## config.mk

```make
export PLATFORM = sky130hd
export DESIGN_NAME = lbp_uni_map
export DESIGN_NICKNAME = d
export VERILOG_FILES = /design/src/rtl/lbp_pkg.sv /design/src/rtl/lbp_uni_map.sv
export SDC_FILE = /design/constraint.sdc
export NUM_CORES = 2
export LEC_CHECK = 0
export BUFFER_PORTS_ARGS = -buffer_cell sky130_fd_sc_hd__buf_2
export CAP_MARGIN = 30
export CORE_MARGIN = 4
export CORE_UTILIZATION = 48
export CTS_BUF_LIST = sky130_fd_sc_hd__clkbuf_8
export DETAILED_ROUTE_END_ITERATION = 16
export GPL_ROUTABILITY_DRIVEN = 0
export PLACE_DENSITY = 0.67
export SYNTH_ARGS = -nofsm -noshare
export SYNTH_HDL_FRONTEND = slang
export SYNTH_SLANG_ARGS = --single-unit
```

## constraint.sdc

```tcl
create_clock -name clk -period 9.8 [get_ports clk]
set_input_delay 0.98 -clock clk [delete_from_list [all_inputs] [get_ports clk]]
set_output_delay 0.98 -clock clk [all_outputs]
set_load 0.03 [all_outputs]
```

## src/rtl/lbp_pkg.sv

```systemverilog
// Shared constants, types and helper functions for the 3x3 LBP code stream block.
// No dependencies; every other file in this block imports this package.

package lbp_pkg;

    // Line store depth and derived column counter width
    localparam int MAX_WIDTH  = 1024;
    localparam int COL_W      = $clog2(MAX_WIDTH);

    // Field widths
    localparam int PIX_W      = 8;
    localparam int CODE_W     = 8;
    localparam int WIDTH_W    = 11;
    localparam int HEIGHT_W   = 12;
    localparam int FLIPS_W    = 4;
    localparam int CFG_IDX_W  = 2;
    localparam int CFG_DATA_W = 12;
    localparam int MAP_DEPTH  = 1 << CODE_W;

    // Register reset values and dimension limits
    localparam logic [WIDTH_W-1:0]  WIDTH_RST  = WIDTH_W'(640);
    localparam logic [HEIGHT_W-1:0] HEIGHT_RST = HEIGHT_W'(480);
    localparam logic [FLIPS_W-1:0]  FLIPS_RST  = FLIPS_W'(2);
    localparam logic [WIDTH_W-1:0]  WIDTH_MIN  = WIDTH_W'(3);
    localparam logic [WIDTH_W-1:0]  WIDTH_MAX  = WIDTH_W'(MAX_WIDTH);
    localparam logic [HEIGHT_W-1:0] HEIGHT_MIN = HEIGHT_W'(3);

    // Number of uniform codes for each transition limit (transition counts are even)
    localparam logic [CODE_W-1:0] UNI_CNT_0 = CODE_W'(2);
    localparam logic [CODE_W-1:0] UNI_CNT_2 = CODE_W'(58);
    localparam logic [CODE_W-1:0] UNI_CNT_4 = CODE_W'(198);
    localparam logic [CODE_W-1:0] UNI_CNT_6 = CODE_W'(254);
    localparam logic [CODE_W-1:0] UNI_CNT_8 = CODE_W'(0);

    // Configuration register indexes
    typedef enum logic [CFG_IDX_W-1:0] {
        REG_IMAGE_WIDTH  = 2'd0,
        REG_IMAGE_HEIGHT = 2'd1,
        REG_MAX_FLIPS    = 2'd2
    } cfg_reg_t;

    // Line store request: read/write at the new pixel's column, copy to the
    // upper store at the column of the item one stage on
    typedef struct packed {
        logic             rd_en;
        logic [COL_W-1:0] rd_col;
        logic [PIX_W-1:0] px;
        logic             wb_en;
        logic [COL_W-1:0] wb_col;
    } lb_req_t;

    // Count circular bit transitions of a code
    function automatic logic [3:0] code_transitions(input logic [CODE_W-1:0] code);
        logic [CODE_W-1:0] diff;
        logic [3:0]        n;
        diff = code ^ {code[0], code[CODE_W-1:1]};
        n = 4'd0;
        for (int i = 0; i < CODE_W; i++)
        begin
            n = n + {3'd0, diff[i]};
        end
        return n;
    endfunction

    // Bin id given to every non-uniform code
    function automatic logic [CODE_W-1:0] uniform_total(input logic [FLIPS_W-1:0] flips);
        logic [CODE_W-1:0] total;
        case (flips)
            4'd0, 4'd1: total = UNI_CNT_0;
            4'd2, 4'd3: total = UNI_CNT_2;
            4'd4, 4'd5: total = UNI_CNT_4;
            4'd6, 4'd7: total = UNI_CNT_6;
            default:    total = UNI_CNT_8;
        endcase
        return total;
    endfunction

endpackage

```

## src/rtl/lbp_uni_map.sv

```systemverilog
// Uniform-pattern remap table with a build sweep and a registered read port.
// Depends on lbp_pkg (code_transitions, uniform_total).

module lbp_uni_map import lbp_pkg::*;
(
    input  logic               clk,
    input  logic               rst_n,
    input  logic               rebuild,
    input  logic [FLIPS_W-1:0] max_flips,
    input  logic               rd_en,
    input  logic [CODE_W-1:0]  rd_code,
    output logic [CODE_W-1:0]  rd_data,
    output logic               busy
);

    logic [CODE_W-1:0] map_mem [MAP_DEPTH];
    logic [CODE_W-1:0] rd_data_reg;
    logic              busy_reg;
    logic              busy_next;
    logic [CODE_W-1:0] idx_reg;
    logic [CODE_W-1:0] idx_next;
    logic [CODE_W-1:0] rank_reg;
    logic [CODE_W-1:0] rank_next;
    logic              is_uniform;
    logic [CODE_W-1:0] wr_val;

    // Classify the entry under the sweep pointer
    always_comb
    begin
        is_uniform = code_transitions(idx_reg) <= max_flips;
        wr_val     = is_uniform ? rank_reg : uniform_total(max_flips);
    end

    // Advance the sweep: rank counts uniform codes in ascending order
    always_comb
    begin
        busy_next = busy_reg;
        idx_next  = idx_reg;
        rank_next = rank_reg;
        if (rebuild)
        begin
            busy_next = 1'b1;
            idx_next  = '0;
            rank_next = '0;
        end
        else if (busy_reg)
        begin
            idx_next  = idx_reg + 1'b1;
            rank_next = is_uniform ? rank_reg + 1'b1 : rank_reg;
            if (idx_reg == {CODE_W{1'b1}})
            begin
                busy_next = 1'b0;
            end
        end
    end

    // Hold sweep state; a build starts out of reset
    always_ff @(posedge clk or negedge rst_n)
    begin
        if (!rst_n)
        begin
            busy_reg <= 1'b1;
            idx_reg  <= '0;
            rank_reg <= '0;
        end
        else
        begin
            busy_reg <= busy_next;
            idx_reg  <= idx_next;
            rank_reg <= rank_next;
        end
    end

    // Table memory: sweep writes, pipeline reads
    always_ff @(posedge clk)
    begin
        if (busy_reg && !rebuild)
        begin
            map_mem[idx_reg] <= wr_val;
        end
        if (rd_en)
        begin
            rd_data_reg <= map_mem[rd_code];
        end
    end

    assign rd_data = rd_data_reg;
    assign busy    = busy_reg;

endmodule

```

Word level (Yosys, flattened, before mapping):

Memory sizes are Yosys's and may differ from the RTL's. A register that Yosys moved wholly into a read port is not among the register bits.
Index checks and enable logic that the tools add are counted.

* register bits: 17
* latch bits: 0
* bits in writable memories: 2048
* bits in read-only memories: 48
* input bits: 16
* output and inout port bits: 9
* memories: 2

Memories
* map_mem: words 256, width 8, read ports 1, clocked after memory_dff 1, wr ports 1, line lbp_uni_map.sv:16 `logic [CODE_W-1:0] map_mem [MAP_DEPTH];`
* (no name shown): words 8, width 6, read ports 1, clocked after memory_dff 0, wr ports 0, line lbp_pkg.sv:68 `case (flips)`

* add/subtract/negate cells: 9
* multipliers: 0
* div/mod/pow operators: 0
* magnitude comparators: 1
* eq/ne operators: 1
* shifts and indexed selects: 0
* mux-type cells: 12
* bitwise operators: 1
* reduce and logical (&&, ||, !) cells: 5

Operators by type and width (count)
* $mux 8: 7
* $add 4x1->4: 4
* $add 8x1->8 const B: 2
* $eq 8x8->1 const B: 1
* $xor 8x8->8: 1
* $mux 1: 5
* $add 3x1->4: 1
* $le 4x4->1: 1
* $reduce_bool 2->1: 2
* $add 2x1->3: 1
* $add 1x1->2: 1
* $reduce_and 2->1: 1
* $logic_and 1x1->1: 1
* $logic_not 1->1: 1

Logic depth before layout (Yosys ltp):

* depth after elaboration: 12
* depth in mapped cells: 19
* depth with buffers taken out: 17

Least setup slack after synthesis:

OpenSTA, ideal clock, no wires.

* kind: flip-flop to flip-flop
* start point: reg idx_reg[0]
* end point: mem map_mem[0][0] (data pin)
* setup time: 0.866 ns
* arrival time: 7.230 ns
* required time: 8.934 ns
* setup slack: 1.703 ns
* stages on the path, launching flop included: 19
* buffers on the path: 2
* period minus slack after synthesis: 8.097 ns
* path through: dfrtp_1 -> clkbuf_1 -> xor2_1 -> ha_1 -> inv_1 -> fa_1 -> fa_1 -> inv_1 -> ha_1 -> inv_1 -> fa_1 -> inv_1 -> ha_1 -> nor2b_1 -> o21a_1 -> o21a_1 -> o21ai_0 -> clkbuf_1 -> and2_1

* longest elaborated chain between the ends: 10

RTL lines
* from (decl): line lbp_uni_map.sv:20 `logic [CODE_W-1:0] idx_reg;`
* from (signal assigned): line lbp_uni_map.sv:69 `idx_reg <= idx_next;`
* $xor 8x8->8 (*): line lbp_pkg.sv:56 `diff = code ^ {code[0], code[CODE_W-1:1]};`
* $add 1x1->2: line lbp_pkg.sv:60 `n = n + {3'd0, diff[i]};`
* $add 2x1->3: line lbp_pkg.sv:60
* $add 3x1->4: line lbp_pkg.sv:60
* $add 4x1->4 (3 in series): line lbp_pkg.sv:60
* $add 4x1->4 (*): line lbp_pkg.sv:60
* $le 4x4->1 (*): line lbp_uni_map.sv:30 `is_uniform = code_transitions(idx_reg) <= max_flips;`
* $mux 8 (*): line lbp_uni_map.sv:31 `wr_val = is_uniform ? rank_reg : uniform_total(max_flips);`
* net wr_val[0]: line lbp_uni_map.sv:25 `logic [CODE_W-1:0] wr_val;`
* to (decl): line lbp_uni_map.sv:16

Mark *: on every way through the listed nets, which the timed path passes. The rest lies on a longest branch.

Worst setup path in the final report:

* start point: reg idx_reg[3]
* end point: mem map_mem[198][3] (data pin)

* longest elaborated chain between the ends: 9

RTL lines (line)
* $xor 8x8->8 (*): lbp_pkg.sv:56
* $add 2x1->3: lbp_pkg.sv:60
* $add 3x1->4 (*): lbp_pkg.sv:60
* $add 4x1->4 (*) (4 in series): lbp_pkg.sv:60
* $le 4x4->1 (*): lbp_uni_map.sv:30
* $mux 8 (*): lbp_uni_map.sv:31
* net wr_val[3]: lbp_uni_map.sv:25

Marked as above.

==> qor.yml <==
insertion_delay_ns: 1.06
crit_slowest_cell: "a22o_4"
cellLeakagePower_nw: 29.16
drive_gt1_frac: 0.2226
wirelength_um: 199900
ys_warn_count: 0
async_flop_share: 0.008201
ant_nets: 0
p_per_area_mw_per_mm2: 196.1
period_share: 0.6318
status: "finished clean"
fmax_ghz: 0.1615
finalMaxSlewViolations: 0
synth_area_mm2: 0.08121
post-cts-setup-buffers: 0
dieArea_mm2: 0.1758
setup_tns_ns: 0
relSlewSlack: 0.1312
hpwl_um: 118900
wl_per_cell_um: 29.94
clockRootBuffer: "clkbuf_8"
areaGrowthSynthToFinish_pct: 10.85
peakVddDrop_mv: 0.1435
fin_crit_ns: 6.192
tightest_slew_ns: 1.303
cts_buffer_depth: 4
cp.required_ns: 10.48
cap_violations: 0
holdCritPathClass: "in2reg"
cts_tree: "done"
rows: 150
synth_flop_cell: "edfxtp_1"
cts_htree_levels: 5
path_clk_slew_ns: 0.06
die_w_um: 419.3
antenna_found_initial: 7
yosysSeqAreaShare: 0.7655
drt_iter0_drc: 4976
via_per_inst: 6.161
rsz0062_at_grt: "no"
crit_chain: "ha_1 > ha_1 > inv_1 > fa_1 > fa_1 > inv_1 > ha_1 > inv_1 > fa_1 > inv_1 > ha_1 > nor2b_1 > o21a_1 > o21a_1 > o21ai_0 > buf_4 > nor2_1 > a22o_4 > buf_4"
grt_use_total: 0.2294
cts.sinks: 2073
grt_overflow: 0
initial_utilization: 0.4845
avgSynthCellArea_um2: 20.33
fp.coreArea_mm2: 0.1676
ios: 25
drt_pass1_iterations: 5
hold_viol: 0
final_cell_area_mm2: 0.09001
ys_seq_elements: 2073
placedCellCount: 6080
ff2ff_setup_slack_ns: 3.61
top_register: "map_mem"
max_stage_delay_ns: 0.74
grt_max_degree: 257
largest_register_ffs: 2048
die_h_um: 419.3
placed_area_mm2: 0.08385
fill_cells: 12629
ys_types: 72
critPathLaunchType: "register"
dpl_worst_slack_ns: 3.530
fin_nets: 4287
cp_max_fo: 74
dr_total_vias: 41139
final_common_cell: "edfxtp_1"
finClkSkew_ns: 0.1073
syn_inst: 3994
port_buffers: 24
syn_nets: 4041
cts_inserted_buffers: 342
grt_pass1_vias: 41367
setup_slack_ns: 3.608
end_kind: "register"
critical_path_class: "reg2reg"
synth_edf_count: 2056
final_cell_mix: "edfxtp_1 (2056), mux4_2 (417), clkbuf_8 (349)"
setup_viol_count_final: 0
drc_errors: 0
grt_pass1_wl_um: 291600
arrival_ns: 6.88
final_cells: 6677
==> layout make-up <==
cell class | instances | area [µm²] | area share
sequential | 2073 | 62170 | 0.6906
timing repair buffer | 148 | 1451 | 0.01612
multi-input combinational | 1644 | 17610 | 0.1956
tap | 2204 | 2758 | 0.03064
inverter | 31 | 116.4 | 0.001293
clock buffer | 349 | 4803 | 0.05336
antenna | 4 | 10.01 | 0.0001112
clock inverter | 224 | 1099 | 0.01220
==> critical path: cells and delay by family, from the launching register on <==
family / cells / cell delay (ns)
AO/OA/AOI/OAI: 4 / 1.07
AND/OR/NAND/NOR: 2 / 0.69
adder cells (fa/ha/maj): 7 / 2.48
buffers and inverters: 6 / 1.16
flip-flops: 1 / 0.41
==> metrics by stage <==
step                  util  hold slack, ns  power [W]
floorplan                -          0.5566    0.01075
global placement    0.4980          0.5807    0.01106
detailed placement  0.5003          0.5901    0.01109
CTS                 0.5356          0.1840    0.01776
global route        0.5371          0.2038    0.01827
finish              0.5371          0.2956    0.01765
==> timing repair <==
item / CTS / global route
hold endpoints to repair: 16 / 0
gates resized for setup: 0 / 0
hold buffers: 1 / 0
==> metal layers <==
metal | global-route usage | vias up | part of all wire
met5 | 0 | - | 0.000065
met4 | 0.08877 | 2 | 0.039
met3 | 0.05425 | 412 | 0.094
met2 | 0.3546 | 2155 | 0.47
met1 | 0.3198 | 21494 | 0.39
li1 | - | 17076 | -
==> synth_stat cells, types with 4 or more instances <==
library cell | number | share of area
xnor2_1 | 9 | 0.00097
clkbuf_1 | 101 | 0.0047
nand3_1 | 37 | 0.0023
o21ai_1 | 5 | 0.00031
ha_1 | 28 | 0.0043
nor3_1 | 17 | 0.0010
o31ai_1 | 5 | 0.00046
buf_6 | 30 | 0.0042
nand2b_1 | 10 | 0.00077
o221ai_1 | 47 | 0.0051
buf_4 | 29 | 0.0027
nor4_1 | 31 | 0.0024
a211oi_1 | 10 | 0.00092
nand2_1 | 69 | 0.0032
mux2i_1 | 205 | 0.025
and2_1 | 8 | 0.00062
nand4_1 | 8 | 0.00062
a21o_1 | 4 | 0.00037
a22o_1 | 22 | 0.0024
buf_1 | 14 | 0.00065
inv_1 | 30 | 0.0014
mux4_2 | 417 | 0.12
or2_2 | 5 | 0.00039
o21ai_0 | 29 | 0.0018
and3_1 | 8 | 0.00062
a22oi_1 | 138 | 0.013
a31oi_1 | 4 | 0.00031
nand3b_1 | 6 | 0.00055
mux2_2 | 5 | 0.00069
nor2_1 | 298 | 0.014
edfxtp_1 | 2056 | 0.76
a221oi_1 | 13 | 0.0014
a21oi_1 | 94 | 0.0058
a211o_1 | 4 | 0.00043
a41oi_1 | 4 | 0.00043
nor2b_1 | 21 | 0.0016
buf_8 | 5 | 0.00092
buf_2 | 62 | 0.0038
dfrtp_1 | 16 | 0.0049
o22ai_1 | 36 | 0.0028
==> kinds of logic after synthesis <==
kind of cell | count (synthesis) | share of synthesized area
flops | 2073 | 0.7655
mux | 627 | 0.1416
simple gates | 536 | 0.02974
compound gates | 440 | 0.03796
buf+inv | 277 | 0.01901
fa+ha+maj | 31 | 0.005054
xor+xnor | 10 | 0.001079
==> path summary, 6_finish.rpt <==
kind,start,end,cells after the start
setup / recovery,idx_reg[3]$_DFFE_PN0P_,map_mem[198][3]$_DFFE_PP_,19
hold / removal,rd_en,rd_data[4]$_DFFE_PP_,1
setup reg to reg,idx_reg[3]$_DFFE_PN0P_,map_mem[198][3]$_DFFE_PP_,19
hold reg to reg,rank_reg[0]$_DFFE_PN0P_,rank_reg[0]$_DFFE_PN0P_,2
max in group asynchronous,rst_n,busy$_DFF_PN1_,2
min in group asynchronous,rst_n,idx_reg[4]$_DFFE_PN0P_,2
==> report_power, final <==
group / leakage (nW) / internal (W) / switching (W)
clock network: 3.38 / 0.00347 / 0.00328
logic: 6.55 / 0.000301 / 0.000696
registers: 19.2 / 0.00990 / 0.0000153
(Power assumes the default switching activity.)
